<file path="src/design/tdcsm_pkg.sv">
// Shared types, codes and helpers for the table-driven character state machine.
// Depends on nothing; every other design file refers to it by scoped names.

package tdcsm_pkg;

  localparam int STATE_W  = 4;
  localparam int COUNT_W  = 5;
  localparam int CHAR_W   = 8;
  localparam int ACTION_W = 8;
  localparam int CFG_IDX_W = 1;

  localparam int MAX_STATES = 16;
  localparam int ROW_SLOTS  = 8;

  localparam logic [COUNT_W-1:0] STATE_COUNT_RST   = 5'd16;
  localparam logic [STATE_W-1:0] INITIAL_STATE_RST = 4'd0;

  typedef enum logic [1:0] {
    OP_STEP   = 2'd0,
    OP_WRITE  = 2'd1,
    OP_REINIT = 2'd2,
    OP_MARK   = 2'd3
  } op_t;

  typedef enum logic [1:0] {
    KIND_EXACT   = 2'd0,
    KIND_LOWER   = 2'd1,
    KIND_UPPER   = 2'd2,
    KIND_DEFAULT = 2'd3
  } kind_t;

  typedef enum logic [1:0] {
    ST_OK         = 2'd0,
    ST_ABSENT     = 2'd1,
    ST_BAD_NEXT   = 2'd2,
    ST_NO_DEFAULT = 2'd3
  } status_t;

  typedef enum logic [CFG_IDX_W-1:0] {
    CFG_STATE_COUNT   = 1'b0,
    CFG_INITIAL_STATE = 1'b1
  } cfg_reg_t;

  typedef struct packed {
    logic [1:0]          operation;
    logic [CHAR_W-1:0]   symbol;
    logic [3:0]          row_index;
    logic [2:0]          slot_index;
    logic [1:0]          slot_kind;
    logic [CHAR_W-1:0]   slot_char;
    logic [STATE_W-1:0]  slot_next;
    logic [ACTION_W-1:0] slot_action;
    logic                slot_has_action;
    logic                row_present;
  } in_item_t;

  typedef struct packed {
    logic [1:0]          status;
    logic [STATE_W-1:0]  old_state;
    logic [STATE_W-1:0]  new_state;
    logic [ACTION_W-1:0] action_id;
    logic                action_valid;
    logic [2:0]          chosen_slot;
  } out_item_t;

  // One transition slot as stored in the table (23 bits).
  typedef struct packed {
    logic [1:0]          kind;
    logic [CHAR_W-1:0]   ch;
    logic [STATE_W-1:0]  target;
    logic [ACTION_W-1:0] action;
    logic                has_action;
  } slot_t;

  typedef struct packed {
    logic load;
    logic commit;
  } dp_cmd_t;

  typedef struct packed {
    logic out_busy;
  } dp_status_t;

  function automatic logic [CHAR_W-1:0] fold_lower(input logic [CHAR_W-1:0] c);
    logic [CHAR_W-1:0] r;
    r = c;
    if (c >= 8'h41 && c <= 8'h5A) r = c + 8'h20;
    return r;
  endfunction

  function automatic logic [CHAR_W-1:0] fold_upper(input logic [CHAR_W-1:0] c);
    logic [CHAR_W-1:0] r;
    r = c;
    if (c >= 8'h61 && c <= 8'h7A) r = c - 8'h20;
    return r;
  endfunction

  function automatic logic slot_match(input slot_t s, input logic [CHAR_W-1:0] sym);
    logic m;
    m = 1'b0;
    unique case (s.kind)
      KIND_EXACT:   m = (sym == s.ch);
      KIND_LOWER:   m = (fold_lower(sym) == s.ch);
      KIND_UPPER:   m = (fold_upper(sym) == s.ch);
      KIND_DEFAULT: m = 1'b1;
    endcase
    return m;
  endfunction

endpackage

</file>
<file path="src/design/table_driven_char_state_machine_top.sv">
// Table-driven character state machine: one result word per input word.
// An accepted word has its row read registered, then compare/commit loads the
// output register, waiting while it stalls; no new word is taken before the commit.
// A new word is taken while the previous result waits at the output register.
// Reset (rst, synchronous): state = initial_state reset value, all rows absent,
// configuration at reset values; table contents are not cleared, no clearing pass.

module table_driven_char_state_machine_top (
  input  logic                            clk,
  input  logic                            rst,
  input  logic                            in_valid,
  output logic                            in_ready,
  input  tdcsm_pkg::in_item_t             in_data,
  output logic                            out_valid,
  input  logic                            out_ready,
  output tdcsm_pkg::out_item_t            out_data,
  input  logic                            cfg_valid,
  output logic                            cfg_ready,
  input  logic [tdcsm_pkg::CFG_IDX_W-1:0] cfg_index,
  input  logic [tdcsm_pkg::COUNT_W-1:0]   cfg_data
);

  tdcsm_pkg::dp_cmd_t    cmd;
  tdcsm_pkg::dp_status_t sts;

  // configuration writes are always accepted and take effect in the next cycle
  assign cfg_ready = 1'b1;

  tdcsm_ctrl u_ctrl (
    .clk      (clk),
    .rst      (rst),
    .in_valid (in_valid),
    .in_ready (in_ready),
    .sts      (sts),
    .cmd      (cmd)
  );

  tdcsm_datapath u_datapath (
    .clk       (clk),
    .rst       (rst),
    .cmd       (cmd),
    .sts       (sts),
    .in_data   (in_data),
    .cfg_valid (cfg_valid && cfg_ready),
    .cfg_index (cfg_index),
    .cfg_data  (cfg_data),
    .out_valid (out_valid),
    .out_ready (out_ready),
    .out_data  (out_data)
  );

endmodule

</file>
<file path="src/design/tdcsm_ctrl.sv">
// Controller for the table-driven character state machine: accepts a word,
// has its row read registered, then commits when the output register frees.
// Depends on tdcsm_pkg.

module tdcsm_ctrl (
  input  logic                  clk,
  input  logic                  rst,
  input  logic                  in_valid,
  output logic                  in_ready,
  input  tdcsm_pkg::dp_status_t sts,
  output tdcsm_pkg::dp_cmd_t    cmd
);

  typedef enum logic [1:0] {
    S_IDLE = 2'b01,
    S_EXEC = 2'b10
  } ctrl_state_t;

  ctrl_state_t state, state_next;

  always_comb begin
    state_next = state;
    unique case (state)
      S_IDLE: begin
        if (in_valid) state_next = S_EXEC;
      end
      S_EXEC: begin
        if (!sts.out_busy) state_next = S_IDLE;
      end
      default: state_next = S_IDLE;
    endcase
  end

  always_ff @(posedge clk) begin
    if (rst) begin
      state <= S_IDLE;
    end else begin
      state <= state_next;
    end
  end

  assign in_ready   = (state == S_IDLE);
  assign cmd.load   = (state == S_IDLE) && in_valid;
  // hold the looked-up row until the output register can take the result
  assign cmd.commit = (state == S_EXEC) && !sts.out_busy;

  a_load_blocks: assert property (@(posedge clk) disable iff (rst)
    cmd.load |=> !in_ready && (state == S_EXEC))
    else $error("accepted word did not move controller to execute");

  a_stall_holds: assert property (@(posedge clk) disable iff (rst)
    (state == S_EXEC) && sts.out_busy |=> (state == S_EXEC) && !cmd.load)
    else $error("controller left execute while output was stalled");

endmodule

</file>
<file path="src/design/tdcsm_datapath.sv">
// Datapath: transition table memory, row-present bits, configuration and state
// registers, parallel slot compare with first-match select, output register.
// Depends on tdcsm_pkg; driven by tdcsm_ctrl through dp_cmd_t.

module tdcsm_datapath (
  input  logic                                clk,
  input  logic                                rst,
  input  tdcsm_pkg::dp_cmd_t                  cmd,
  output tdcsm_pkg::dp_status_t               sts,
  input  tdcsm_pkg::in_item_t                 in_data,
  input  logic                                cfg_valid,
  input  logic [tdcsm_pkg::CFG_IDX_W-1:0]     cfg_index,
  input  logic [tdcsm_pkg::COUNT_W-1:0]       cfg_data,
  output logic                                out_valid,
  input  logic                                out_ready,
  output tdcsm_pkg::out_item_t                out_data
);

  localparam int ROW_AW  = $clog2(tdcsm_pkg::MAX_STATES);
  localparam int SLOT_AW = $clog2(tdcsm_pkg::ROW_SLOTS);

  tdcsm_pkg::slot_t [tdcsm_pkg::ROW_SLOTS-1:0] mem [tdcsm_pkg::MAX_STATES];
  tdcsm_pkg::slot_t [tdcsm_pkg::ROW_SLOTS-1:0] rd_row;

  tdcsm_pkg::in_item_t                item;
  logic [tdcsm_pkg::STATE_W-1:0]      cur_state;
  logic [tdcsm_pkg::COUNT_W-1:0]      state_count;
  logic [tdcsm_pkg::STATE_W-1:0]      initial_state;
  logic [tdcsm_pkg::MAX_STATES-1:0]   row_valid;

  logic [31:0]        cur_ext, row_ext, slot_ext;
  logic               cur_in_range, row_in_range, slot_in_range, row_ok;
  logic [ROW_AW-1:0]  cur_addr, row_addr;
  logic [tdcsm_pkg::ROW_SLOTS-1:0] match;
  logic               hit;
  logic [SLOT_AW-1:0] pick;
  tdcsm_pkg::slot_t   sel;
  tdcsm_pkg::slot_t   wr_slot;
  tdcsm_pkg::out_item_t res;

  assign cur_ext       = 32'(cur_state);
  assign row_ext       = 32'(item.row_index);
  assign slot_ext      = 32'(item.slot_index);
  assign cur_in_range  = cur_ext < 32'(tdcsm_pkg::MAX_STATES);
  assign row_in_range  = row_ext < 32'(tdcsm_pkg::MAX_STATES);
  assign slot_in_range = slot_ext < 32'(tdcsm_pkg::ROW_SLOTS);
  assign cur_addr      = cur_ext[ROW_AW-1:0];
  assign row_addr      = row_ext[ROW_AW-1:0];
  assign row_ok        = cur_in_range && row_valid[cur_addr];

  assign wr_slot.kind       = item.slot_kind;
  assign wr_slot.ch         = item.slot_char;
  assign wr_slot.target     = item.slot_next;
  assign wr_slot.action     = item.slot_action;
  assign wr_slot.has_action = item.slot_has_action;

  // Row table: one registered row read per accepted word, per-slot write enables.
  always_ff @(posedge clk) begin
    if (cmd.load) begin
      item   <= in_data;
      rd_row <= mem[cur_addr];
    end
    if (cmd.commit && (item.operation == tdcsm_pkg::OP_WRITE) &&
        row_in_range && slot_in_range) begin
      for (int s = 0; s < tdcsm_pkg::ROW_SLOTS; s++) begin
        if (slot_ext == 32'(s)) mem[row_addr][s] <= wr_slot;
      end
    end
  end

  // Compare every slot of the row, take the lowest matching index.
  always_comb begin
    hit  = 1'b0;
    pick = '0;
    for (int i = 0; i < tdcsm_pkg::ROW_SLOTS; i++) begin
      match[i] = tdcsm_pkg::slot_match(rd_row[i], item.symbol);
    end
    for (int i = tdcsm_pkg::ROW_SLOTS - 1; i >= 0; i--) begin
      if (match[i]) begin
        hit  = 1'b1;
        pick = SLOT_AW'(i);
      end
    end
    sel = rd_row[pick];
  end

  always_comb begin
    res.status       = tdcsm_pkg::ST_OK;
    res.old_state    = cur_state;
    res.new_state    = cur_state;
    res.action_id    = '0;
    res.action_valid = 1'b0;
    res.chosen_slot  = '0;
    unique case (item.operation)
      tdcsm_pkg::OP_STEP: begin
        if (!row_ok) begin
          res.status = tdcsm_pkg::ST_ABSENT;
        end else if (!hit) begin
          res.status = tdcsm_pkg::ST_NO_DEFAULT;
        end else begin
          res.chosen_slot = 3'(pick);
          if (sel.has_action) begin
            res.action_id    = sel.action;
            res.action_valid = 1'b1;
          end
          // bad target still reports the action, state holds
          if (tdcsm_pkg::COUNT_W'(sel.target) >= state_count) begin
            res.status = tdcsm_pkg::ST_BAD_NEXT;
          end else begin
            res.new_state = sel.target;
          end
        end
      end
      tdcsm_pkg::OP_REINIT: res.new_state = initial_state;
      tdcsm_pkg::OP_WRITE, tdcsm_pkg::OP_MARK: begin
      end
    endcase
  end

  always_ff @(posedge clk) begin
    if (rst) begin
      cur_state     <= tdcsm_pkg::INITIAL_STATE_RST;
      state_count   <= tdcsm_pkg::STATE_COUNT_RST;
      initial_state <= tdcsm_pkg::INITIAL_STATE_RST;
      row_valid     <= '0;
      out_valid     <= 1'b0;
    end else begin
      if (cfg_valid) begin
        unique case (cfg_index)
          tdcsm_pkg::CFG_STATE_COUNT:   state_count   <= cfg_data;
          tdcsm_pkg::CFG_INITIAL_STATE: initial_state <= cfg_data[tdcsm_pkg::STATE_W-1:0];
        endcase
      end
      if (cmd.commit) begin
        cur_state <= res.new_state;
        if ((item.operation == tdcsm_pkg::OP_MARK) && row_in_range) begin
          row_valid[row_addr] <= item.row_present;
        end
      end
      if (cmd.commit) begin
        out_valid <= 1'b1;
      end else if (out_ready) begin
        out_valid <= 1'b0;
      end
    end
  end

  always_ff @(posedge clk) begin
    if (cmd.commit) out_data <= res;
  end

  assign sts.out_busy = out_valid && !out_ready;

  a_commit_shows: assert property (@(posedge clk) disable iff (rst)
    cmd.commit |=> out_valid)
    else $error("committed word not presented at output");

  a_error_holds_state: assert property (@(posedge clk) disable iff (rst)
    cmd.commit && (res.status != tdcsm_pkg::ST_OK) |=> cur_state == $past(cur_state))
    else $error("state moved on an error status");

  a_error_word: assert property (@(posedge clk) disable iff (rst)
    out_valid && (out_data.status != tdcsm_pkg::ST_OK) |->
      out_data.old_state == out_data.new_state)
    else $error("error word reports a state change");

endmodule
</file>
<file path="config.mk">
export PLATFORM = sky130hd
export DESIGN_NAME = table_driven_char_state_machine_top
export DESIGN_NICKNAME = d
export VERILOG_FILES = /design/src/design/tdcsm_pkg.sv /design/src/design/table_driven_char_state_machine_top.sv /design/src/design/tdcsm_ctrl.sv /design/src/design/tdcsm_datapath.sv
export SDC_FILE = /design/constraint.sdc
export NUM_CORES = 2
export LEC_CHECK = 0
export BUFFER_PORTS_ARGS = -buffer_cell sky130_fd_sc_hd__clkbuf_2
export CORE_MARGIN = 2
export CORE_UTILIZATION = 67
export CTS_BUF_LIST = sky130_fd_sc_hd__clkbuf_8
export DETAILED_ROUTE_END_ITERATION = 7
export PLACE_DENSITY_LB_ADDON = 0.08
export SYNTH_ARGS = -nofsm -noshare
export SYNTH_HDL_FRONTEND = slang
export SYNTH_SLANG_ARGS = --single-unit
</file>
<file path="constraint.sdc">
create_clock -name clk -period 12.98 [get_ports clk]
set_clock_uncertainty 0.2 [all_clocks]
set_input_delay 2.596 -clock clk [delete_from_list [all_inputs] [get_ports clk]]
set_output_delay 2.596 -clock clk [all_outputs]
set_load 0.02 [all_outputs]
</file>
# Word-level counts from Yosys, hierarchy flattened
# Memory sizes are Yosys's and may differ from the RTL's. A register that Yosys moved wholly into a read port is not among the register bits.
# Index checks and enable logic that the tools add are counted.
[op_classes] eq_ne=62 div=0 magnitude_cmp=12 n_reduce_logical=31 muxes=86 n_mul=0 shifts=0 bitwise=1 add_sub_neg=2
[ops] cell="equality test 8 bit" n=24
[ops] cell="two-way mux 8 bit" n=18
[ops] cell="binary-select mux 23 bit (select 3 bit)" n=1
[ops] cell="equality test 2 bit (second input constant)" n=19
[ops] cell="two-way mux 1 bit" n=37
[ops] cell="zero test 32 bit" n=1
[ops] cell="two-way mux 16 bit" n=2
[ops] cell="one-hot mux 1 bit (4 select lines)" n=8
[ops] cell="two-way mux 3 bit" n=8
[ops] cell="equality test 2 x 1 -> 1 bit (second input constant)" n=10
[ops] cell="< comparator 4 x 5 -> 1 bit (second input constant)" n=4
[ops] cell="zero test 2 bit" n=9
[ops] cell="bitwise mux 16 bit" n=1
[ops] cell="greater-or-equal comparator 8 x 7 -> 1 bit (second input constant)" n=2
[ops] cell="<= comparator 8 x 7 -> 1 bit (second input constant)" n=2
[ops] cell="two-way mux 13 bit" n=1
[ops] cell="equality test 3 bit (second input constant)" n=4
[ops] cell="logical AND 1 bit" n=11
[ops] cell="AND reduction 2 bit" n=5
[ops] cell="two-way mux 9 bit" n=1
[ops] cell="adder 8 x 6 -> 8 bit (second input constant)" n=1
[ops] cell="< comparator 3 x 4 -> 1 bit (second input constant)" n=2
[ops] cell="two-way mux 2 bit" n=4
[ops] cell="one-hot mux 4 bit (2 select lines)" n=1
[ops] cell="15 further kinds" n=18
[word_totals] rom_bits=0 output_inout_bits=25 ff_bits=95 memories=1 ram_bits=2944 latch_bits=0
[memory_table] memory="u_datapath.mem" depth=16 word_bits=184 read_ports=1 rd_ports_with_merged_regs=1 wr=1 line_no="tdcsm_datapath.sv:22" rtl="tdcsm_pkg::slot_t [tdcsm_pkg::ROW_SLOTS-1:0] mem [tdcsm_pkg::MAX_STATES];"

# Logic depth before layout (Yosys ltp)
[logic_depth] ltp_word=21 ltp_mapped=26

# By module
# Synthesis repeated with hierarchy kept, for this count alone.
[hier_totals] hier_cells=5229 area_unflattened_um2=123048.0
[by_module_without_submodules] module="tdcsm_datapath" seq_area_each_um2=96422.5 area_per_inst_um2=122949.2 cells_each=5218 instances=1
[by_module_without_submodules] module="tdcsm_ctrl" seq_area_each_um2=40.0 area_per_inst_um2=87.6 cells_each=9 instances=1
[by_module_without_submodules] module="table_driven_char_state_machine_top" seq_area_each_um2=0.0 area_per_inst_um2=11.3 cells_each=2 instances=1

# Worst setup path before layout
# No wires, ideal clock.
[synth_path] path_kind="in2reg" from="in in_valid" to="reg u_ctrl.state[0]" path_stages=3 arrival_time_ns=8.301 path_slack_ns=4.362 n_path_buf=0 required_ns=12.663 path_cell_list="and2_1 > o21a_1 > inv_1"
[synth_via] elab_chain_len=2
[synth_lines] item="from (decl)" line_no="table_driven_char_state_machine_top.sv:11" rtl="input logic in_valid,"
[synth_lines] item="inequality test 2 bit (no source line)"
[synth_lines] item="AND reduction 2 bit (no source line)"
[synth_lines] item="to (signal assigned)" line_no="tdcsm_ctrl.sv:38" rtl="state <= state_next;"
[synth_lines] item="to (decl)" line_no="tdcsm_ctrl.sv:19" rtl="ctrl_state_t state, state_next;"
# No other way between the ends.
# A chain may end at the register's enable or synchronous reset.

# Worst setup path in the final report
[layout_path] from="reg u_datapath.item[36] in the netlist's numbering" to="reg u_datapath.cur_state, in the netlist u_datapath.cur_addr[0]"
[layout_via] elab_chain_len=21 elab_cells_between_ends=81
[layout_lines] item="from (decl)" line_no="tdcsm_datapath.sv:25" rtl="tdcsm_pkg::in_item_t item;"
[layout_lines] item="from (signal assigned)" line_no="tdcsm_datapath.sv:60" rtl="item <= in_data;"
[layout_lines] item="greater-or-equal comparator 8 x 7 -> 1 bit (tied with other cells)" line_no="tdcsm_pkg.sv:94" rtl="if (c >= 8'h61 && c <= 8'h7A) r = c - 8'h20;"
[layout_lines] item="logical AND 1 bit (on tied branches)" line_no="tdcsm_pkg.sv:94, tdcsm_pkg.sv:87"
[layout_lines] item="two-way mux 8 bit (on tied branches)" line_no="tdcsm_pkg.sv:94, tdcsm_pkg.sv:87"
[layout_lines] item="two-way mux 8 bit" line_no="tdcsm_pkg.sv:101" rtl="unique case (s.kind)"
[layout_lines] item="equality test 8 bit (on tied branches)" line_no="tdcsm_pkg.sv:104, tdcsm_pkg.sv:103"
[layout_lines] item="one-hot mux 1 bit (4 select lines)" line_no="tdcsm_pkg.sv:101"
[layout_lines] item="two-way mux 3 bit (8 in series)" line_no="tdcsm_datapath.sv:79" rtl="if (match[i]) begin"
[layout_lines] item="binary-select mux 23 bit (select 3 bit)" line_no="tdcsm_datapath.sv:84" rtl="sel = rd_row[pick];"
[layout_lines] item="two-way mux 13 bit (implied by the code)" line_no="tdcsm_datapath.sv:84"
[layout_lines] item="greater-or-equal comparator 4 x 5 -> 1 bit" line_no="tdcsm_datapath.sv:107" rtl="if (tdcsm_pkg::COUNT_W'(sel.target) >= state_count) begin"
[layout_lines] item="two-way mux 4 bit" line_no="tdcsm_datapath.sv:107"
[layout_lines] item="two-way mux 16 bit *" line_no="tdcsm_datapath.sv:98" rtl="end else if (!hit) begin"
[layout_lines] item="two-way mux 16 bit *" line_no="tdcsm_datapath.sv:96" rtl="if (!row_ok) begin"
[layout_lines] item="one-hot mux 4 bit (2 select lines) *" line_no="tdcsm_datapath.sv:94" rtl="unique case (item.operation)"
[layout_lines] item="to (signal assigned)" line_no="tdcsm_datapath.sv:122" rtl="cur_state <= tdcsm_pkg::INITIAL_STATE_RST;"
[layout_lines] item="to (signal assigned)" line_no="tdcsm_datapath.sv:135" rtl="cur_state <= res.new_state;"
[layout_lines] item="to (decl)" line_no="tdcsm_datapath.sv:26" rtl="logic [tdcsm_pkg::STATE_W-1:0] cur_state;"
# Every way passes the cells marked *; elsewhere a longest branch is shown, timed or not. The select of a mux whose other input is x is not followed.

==> run_results.csv <==
group,metric,value,unit
status,outcome,"finished, final reports clean",
critical_path,cpMaxStageDelayCell,"a21oi_4",
pwr,power_density,144.2,nW/um^2
floorplan,initial_core_util,0.6742,
global_routing,grt_overflow,0,
critical_path,critPathKind,"flop to flop",
clock_tree,ctsHoldBuffers,0,
timing,max_slew_margin,0.1795,
final_layout,final_common_cell,"edfxtp_1",
clock_tree,cts.sinks,3223,
critical_path,critPathMaxFanout,25,
timing,period_minus_slack,8.573,ns
min_path,hp-class,"flop to flop",
global_routing,gr-usage-all-layers,0.3323,
critical_path,crit_chain,"inv_1 -> ha_1 -> nand4bb_1 -> o32a_1 -> nor3_2 -> a22oi_1 -> xor2_1 -> a41oi_1 -> nand4bb_1 -> a21oi_4 -> mux4_1 -> mux2i_1 -> ha_1 -> nand2b_1 -> a21o_1 -> a21o_1 -> a21oi_1 -> nor2_1 -> a311oi_2 -> nor3_1 -> a32oi_1 -> o21ai_1",
critical_path,reg2reg_to,"u_datapath.cur_addr[0]",
timing,finalCritPeriodShare,0.6605,
min_path,holdPathStages,2,
critical_path,start_kind,"flop",
routing,wl_per_cell,35.10,um
timing,final_max_slew_viol_count,0,
clock_tree,cts_max_level,5,
clock_tree,postCtsSetupBuffers,0,
synthesis,synth_edf_count,3191,
final_layout,multi_input_area,25990,um^2
routing,drc,0,
global_routing,grt_start_max_net_pins,130,
final_layout,fin_cells,8678,
synthesis,synth_seq_cells,3223,
placed_design,dp_hpwl,172100,um
global_routing,grt_pass1_wl,428800,um
min_path,min_to,"u_datapath.initial_state[0]",
synthesis,synth_flop_cell,"edfxtp_1",
placed_design,dp_cells,7802,
routing,num_vias,59260,
critical_path,cp_top_family,"compound AO/OA/AOI/OAI gates",
routing,drtAntennaViolNets,0,
floorplan,die_x,433.2,um
final_layout,area_growth_syn_to_layout,10.73,%
critical_path,reg2reg_depth,22,
clock_tree,cts_root_buf,"clkbuf_8",
critical_path,end_kind,"flop",
synthesis,ys_top_cells_by_area,"edfxtp_1 (78%), mux4_2 (16%), nor2_1 (0.56%)",
floorplan,coreArea,183100,um^2
synthesis,syn_nets,5403,
synthesis,yosysTopAreaCellShare,0.7763,
clock_tree,cts_buffers,492,
routing,first_pass_iters,6,
critical_path,worstPathRequired,13.80,ns
critical_path,critPathArrivalTime,9.39,ns
clock_tree,cts_tree,"yes",
timing,tns,0,ns
synthesis,synth_cell_types,80,
timing,hold_viol_final,0,
timing,grt_setup_unrepaired,"false",
global_routing,antenna_found_initial,18,
synthesis,ys_seq_area_frac,0.7815,
synthesis,avgSynthCellArea,23.20,um^2
critical_path,critical_path_buf_inv_count,1,
pwr,ir_drop,0.0001091,V
final_layout,seq_area,96480,um^2
timing,setup-violations-final,0,
final_layout,drive_gt1_frac,0.3122,
final_layout,final_cell_mix,"edfxtp_1 (3,191), mux4_2 (890), clkbuf_8 (501)",
final_layout,fillerInstances,10030,
synthesis,synth-async-reset-ratio,0,
min_path,worstHoldStart,"u_datapath.initial_state[0]",
floorplan,die_area,187700,um^2
synthesis,yosys.area.top_type,"edfxtp_1",
clock_tree,cts_resized,0,
final_layout,nets,5915,
placed_design,port_buffers,75,
clock_tree,clk_pin_slew_worst_paths,0.08,ns
synthesis,synthCells,5320,
timing,worst_slew_pin_slew,1.231,ns
placed_design,routabilityCongestion,0.9139,
critical_path,slowest_delay,1.01,ns
timing,max_freq,116.6,MHz
floorplan,die_y,433.2,um
pwr,p_leak,41.86,nW
clock_tree,ctsLongestPathBuffers,4,
critical_path,r2r-start,"u_datapath.item[36]",
clock_tree,worstSkewPairLatency,1.16,ns
routing,wirelength,304600,um
critical_path,cp-startpoint,"u_datapath.item[36]",
routing,viasPerCell,6.829,
floorplan,io_pins,77,
floorplan,row_count,157,
synthesis,yosys_warnings,0,
critical_path,rrSetupSlack,4.41,ns
synthesis,syn-cell-area,123400,um^2
global_routing,grt_pass1_vias,59160,
flow_run,max-cap-violations,0,
routing,drtIter0Drc,8247,
## per-stage QoR
| stage | utilization | power (mW) | instance area (um^2) | hold WS [ns] | setup WS, ns |
|---|---|---|---|---|---|
| 6_report | 0.7466 | 19.71 | 136700 | 0.2727 | 4.407 |
| 5_1_grt | 0.7465 | 20.28 | 136700 | 0.2979 | 3.897 |
| 4_1_cts | 0.7465 | 19.80 | 136700 | 0.2745 | 4.465 |
| 3_5_place_dp | 0.6988 | 12.36 | 127900 | 0.2651 | 4.526 |
| 3_3_place_gp | 0.6988 | 12.34 | 127900 | 0.2521 | 4.737 |
| 2_1_floorplan | - | 12.10 | 123400 | 0.2064 | 4.362 |
## Yosys cell counts, types with 27 or more instances
cell	number
edfxtp_1	3191
mux4_2	890
nor2_1	184
clkbuf_1	175
nand2_1	89
buf_1	85
a21oi_1	82
a211oi_1	76
inv_1	62
nor2b_1	56
mux2i_1	45
dfxtp_1	32
ha_1	31
nand3_1	31
xor2_1	30
o21ai_0	27
## worst max-delay path by stage
stage	endpoint	slack [ns]	cells past startpoint
CTS	u_datapath.cur_addr[0]	4.46	22
global placement	u_datapath.cur_addr[1]	4.74	22
detailed placement	u_datapath.cur_addr[0]	4.53	22
finish	u_datapath.cur_addr[0]	4.41	22
global route	u_datapath.cur_addr[1]	3.90	22
floorplan	u_ctrl.state[0]	4.36	3
## layer usage
layer	wire length, um	GRT usage	up-vias
met3	31980	0.07547	528
met5	42	0	-
met4	11810	0.1249	6
met2	149100	0.5203	3589
met1	111700	0.4700	31430
li1	-	-	23710
## cells by family after synthesis
family                     after synthesis  synth area share
muxes                                  939            0.1669
AOI/OAI and AO/OA                      306           0.01769
DFF                                   3223            0.7815
adders and majority gates               31          0.003142
buffers and inverters                  346           0.01108
other                                    1        0.00003038
and+or+nand+nor                        419           0.01580
xor gates and xnor gates                55          0.003902
## state kept, by name, summed over array words and instances, names as in the netlist
register and flops:
u_datapath.rd_row 184, u_datapath.row_valid 16, u_datapath.item 37, u_datapath.state_count 5
u_datapath.out_valid 1, u_datapath.initial_state 4, u_ctrl.state 2, u_datapath.row_addr 4
u_datapath.mem 2944, u_datapath.out_data 22, u_datapath.cur_addr 4
## power breakdown
group          internal, mW  switching [mW]  leakage (nW)
Combinational         0.151           0.421          7.82
Sequential             11.5          0.0597          29.0
Clock                  3.80            3.76          5.01
Total                  15.5            4.24          41.9
## tightest hold or removal path: stages (launching register included)
cell and delay [ns]:
dfxtp_1 0.31, nand2_1 0.06, a21oi_1 0.06
## final cells by class
cell class | count | share of cell area
well taps | 2464 | 0.02256
clock inverters | 371 | 0.01350
flip-flops and latches | 3223 | 0.7059
diodes | 4 | 0.00007323
multi-input cells | 1751 | 0.1901
inverters | 63 | 0.001730
repair buffers | 301 | 0.01571
clock buffers | 501 | 0.05045
(Power assumes the default switching activity.)
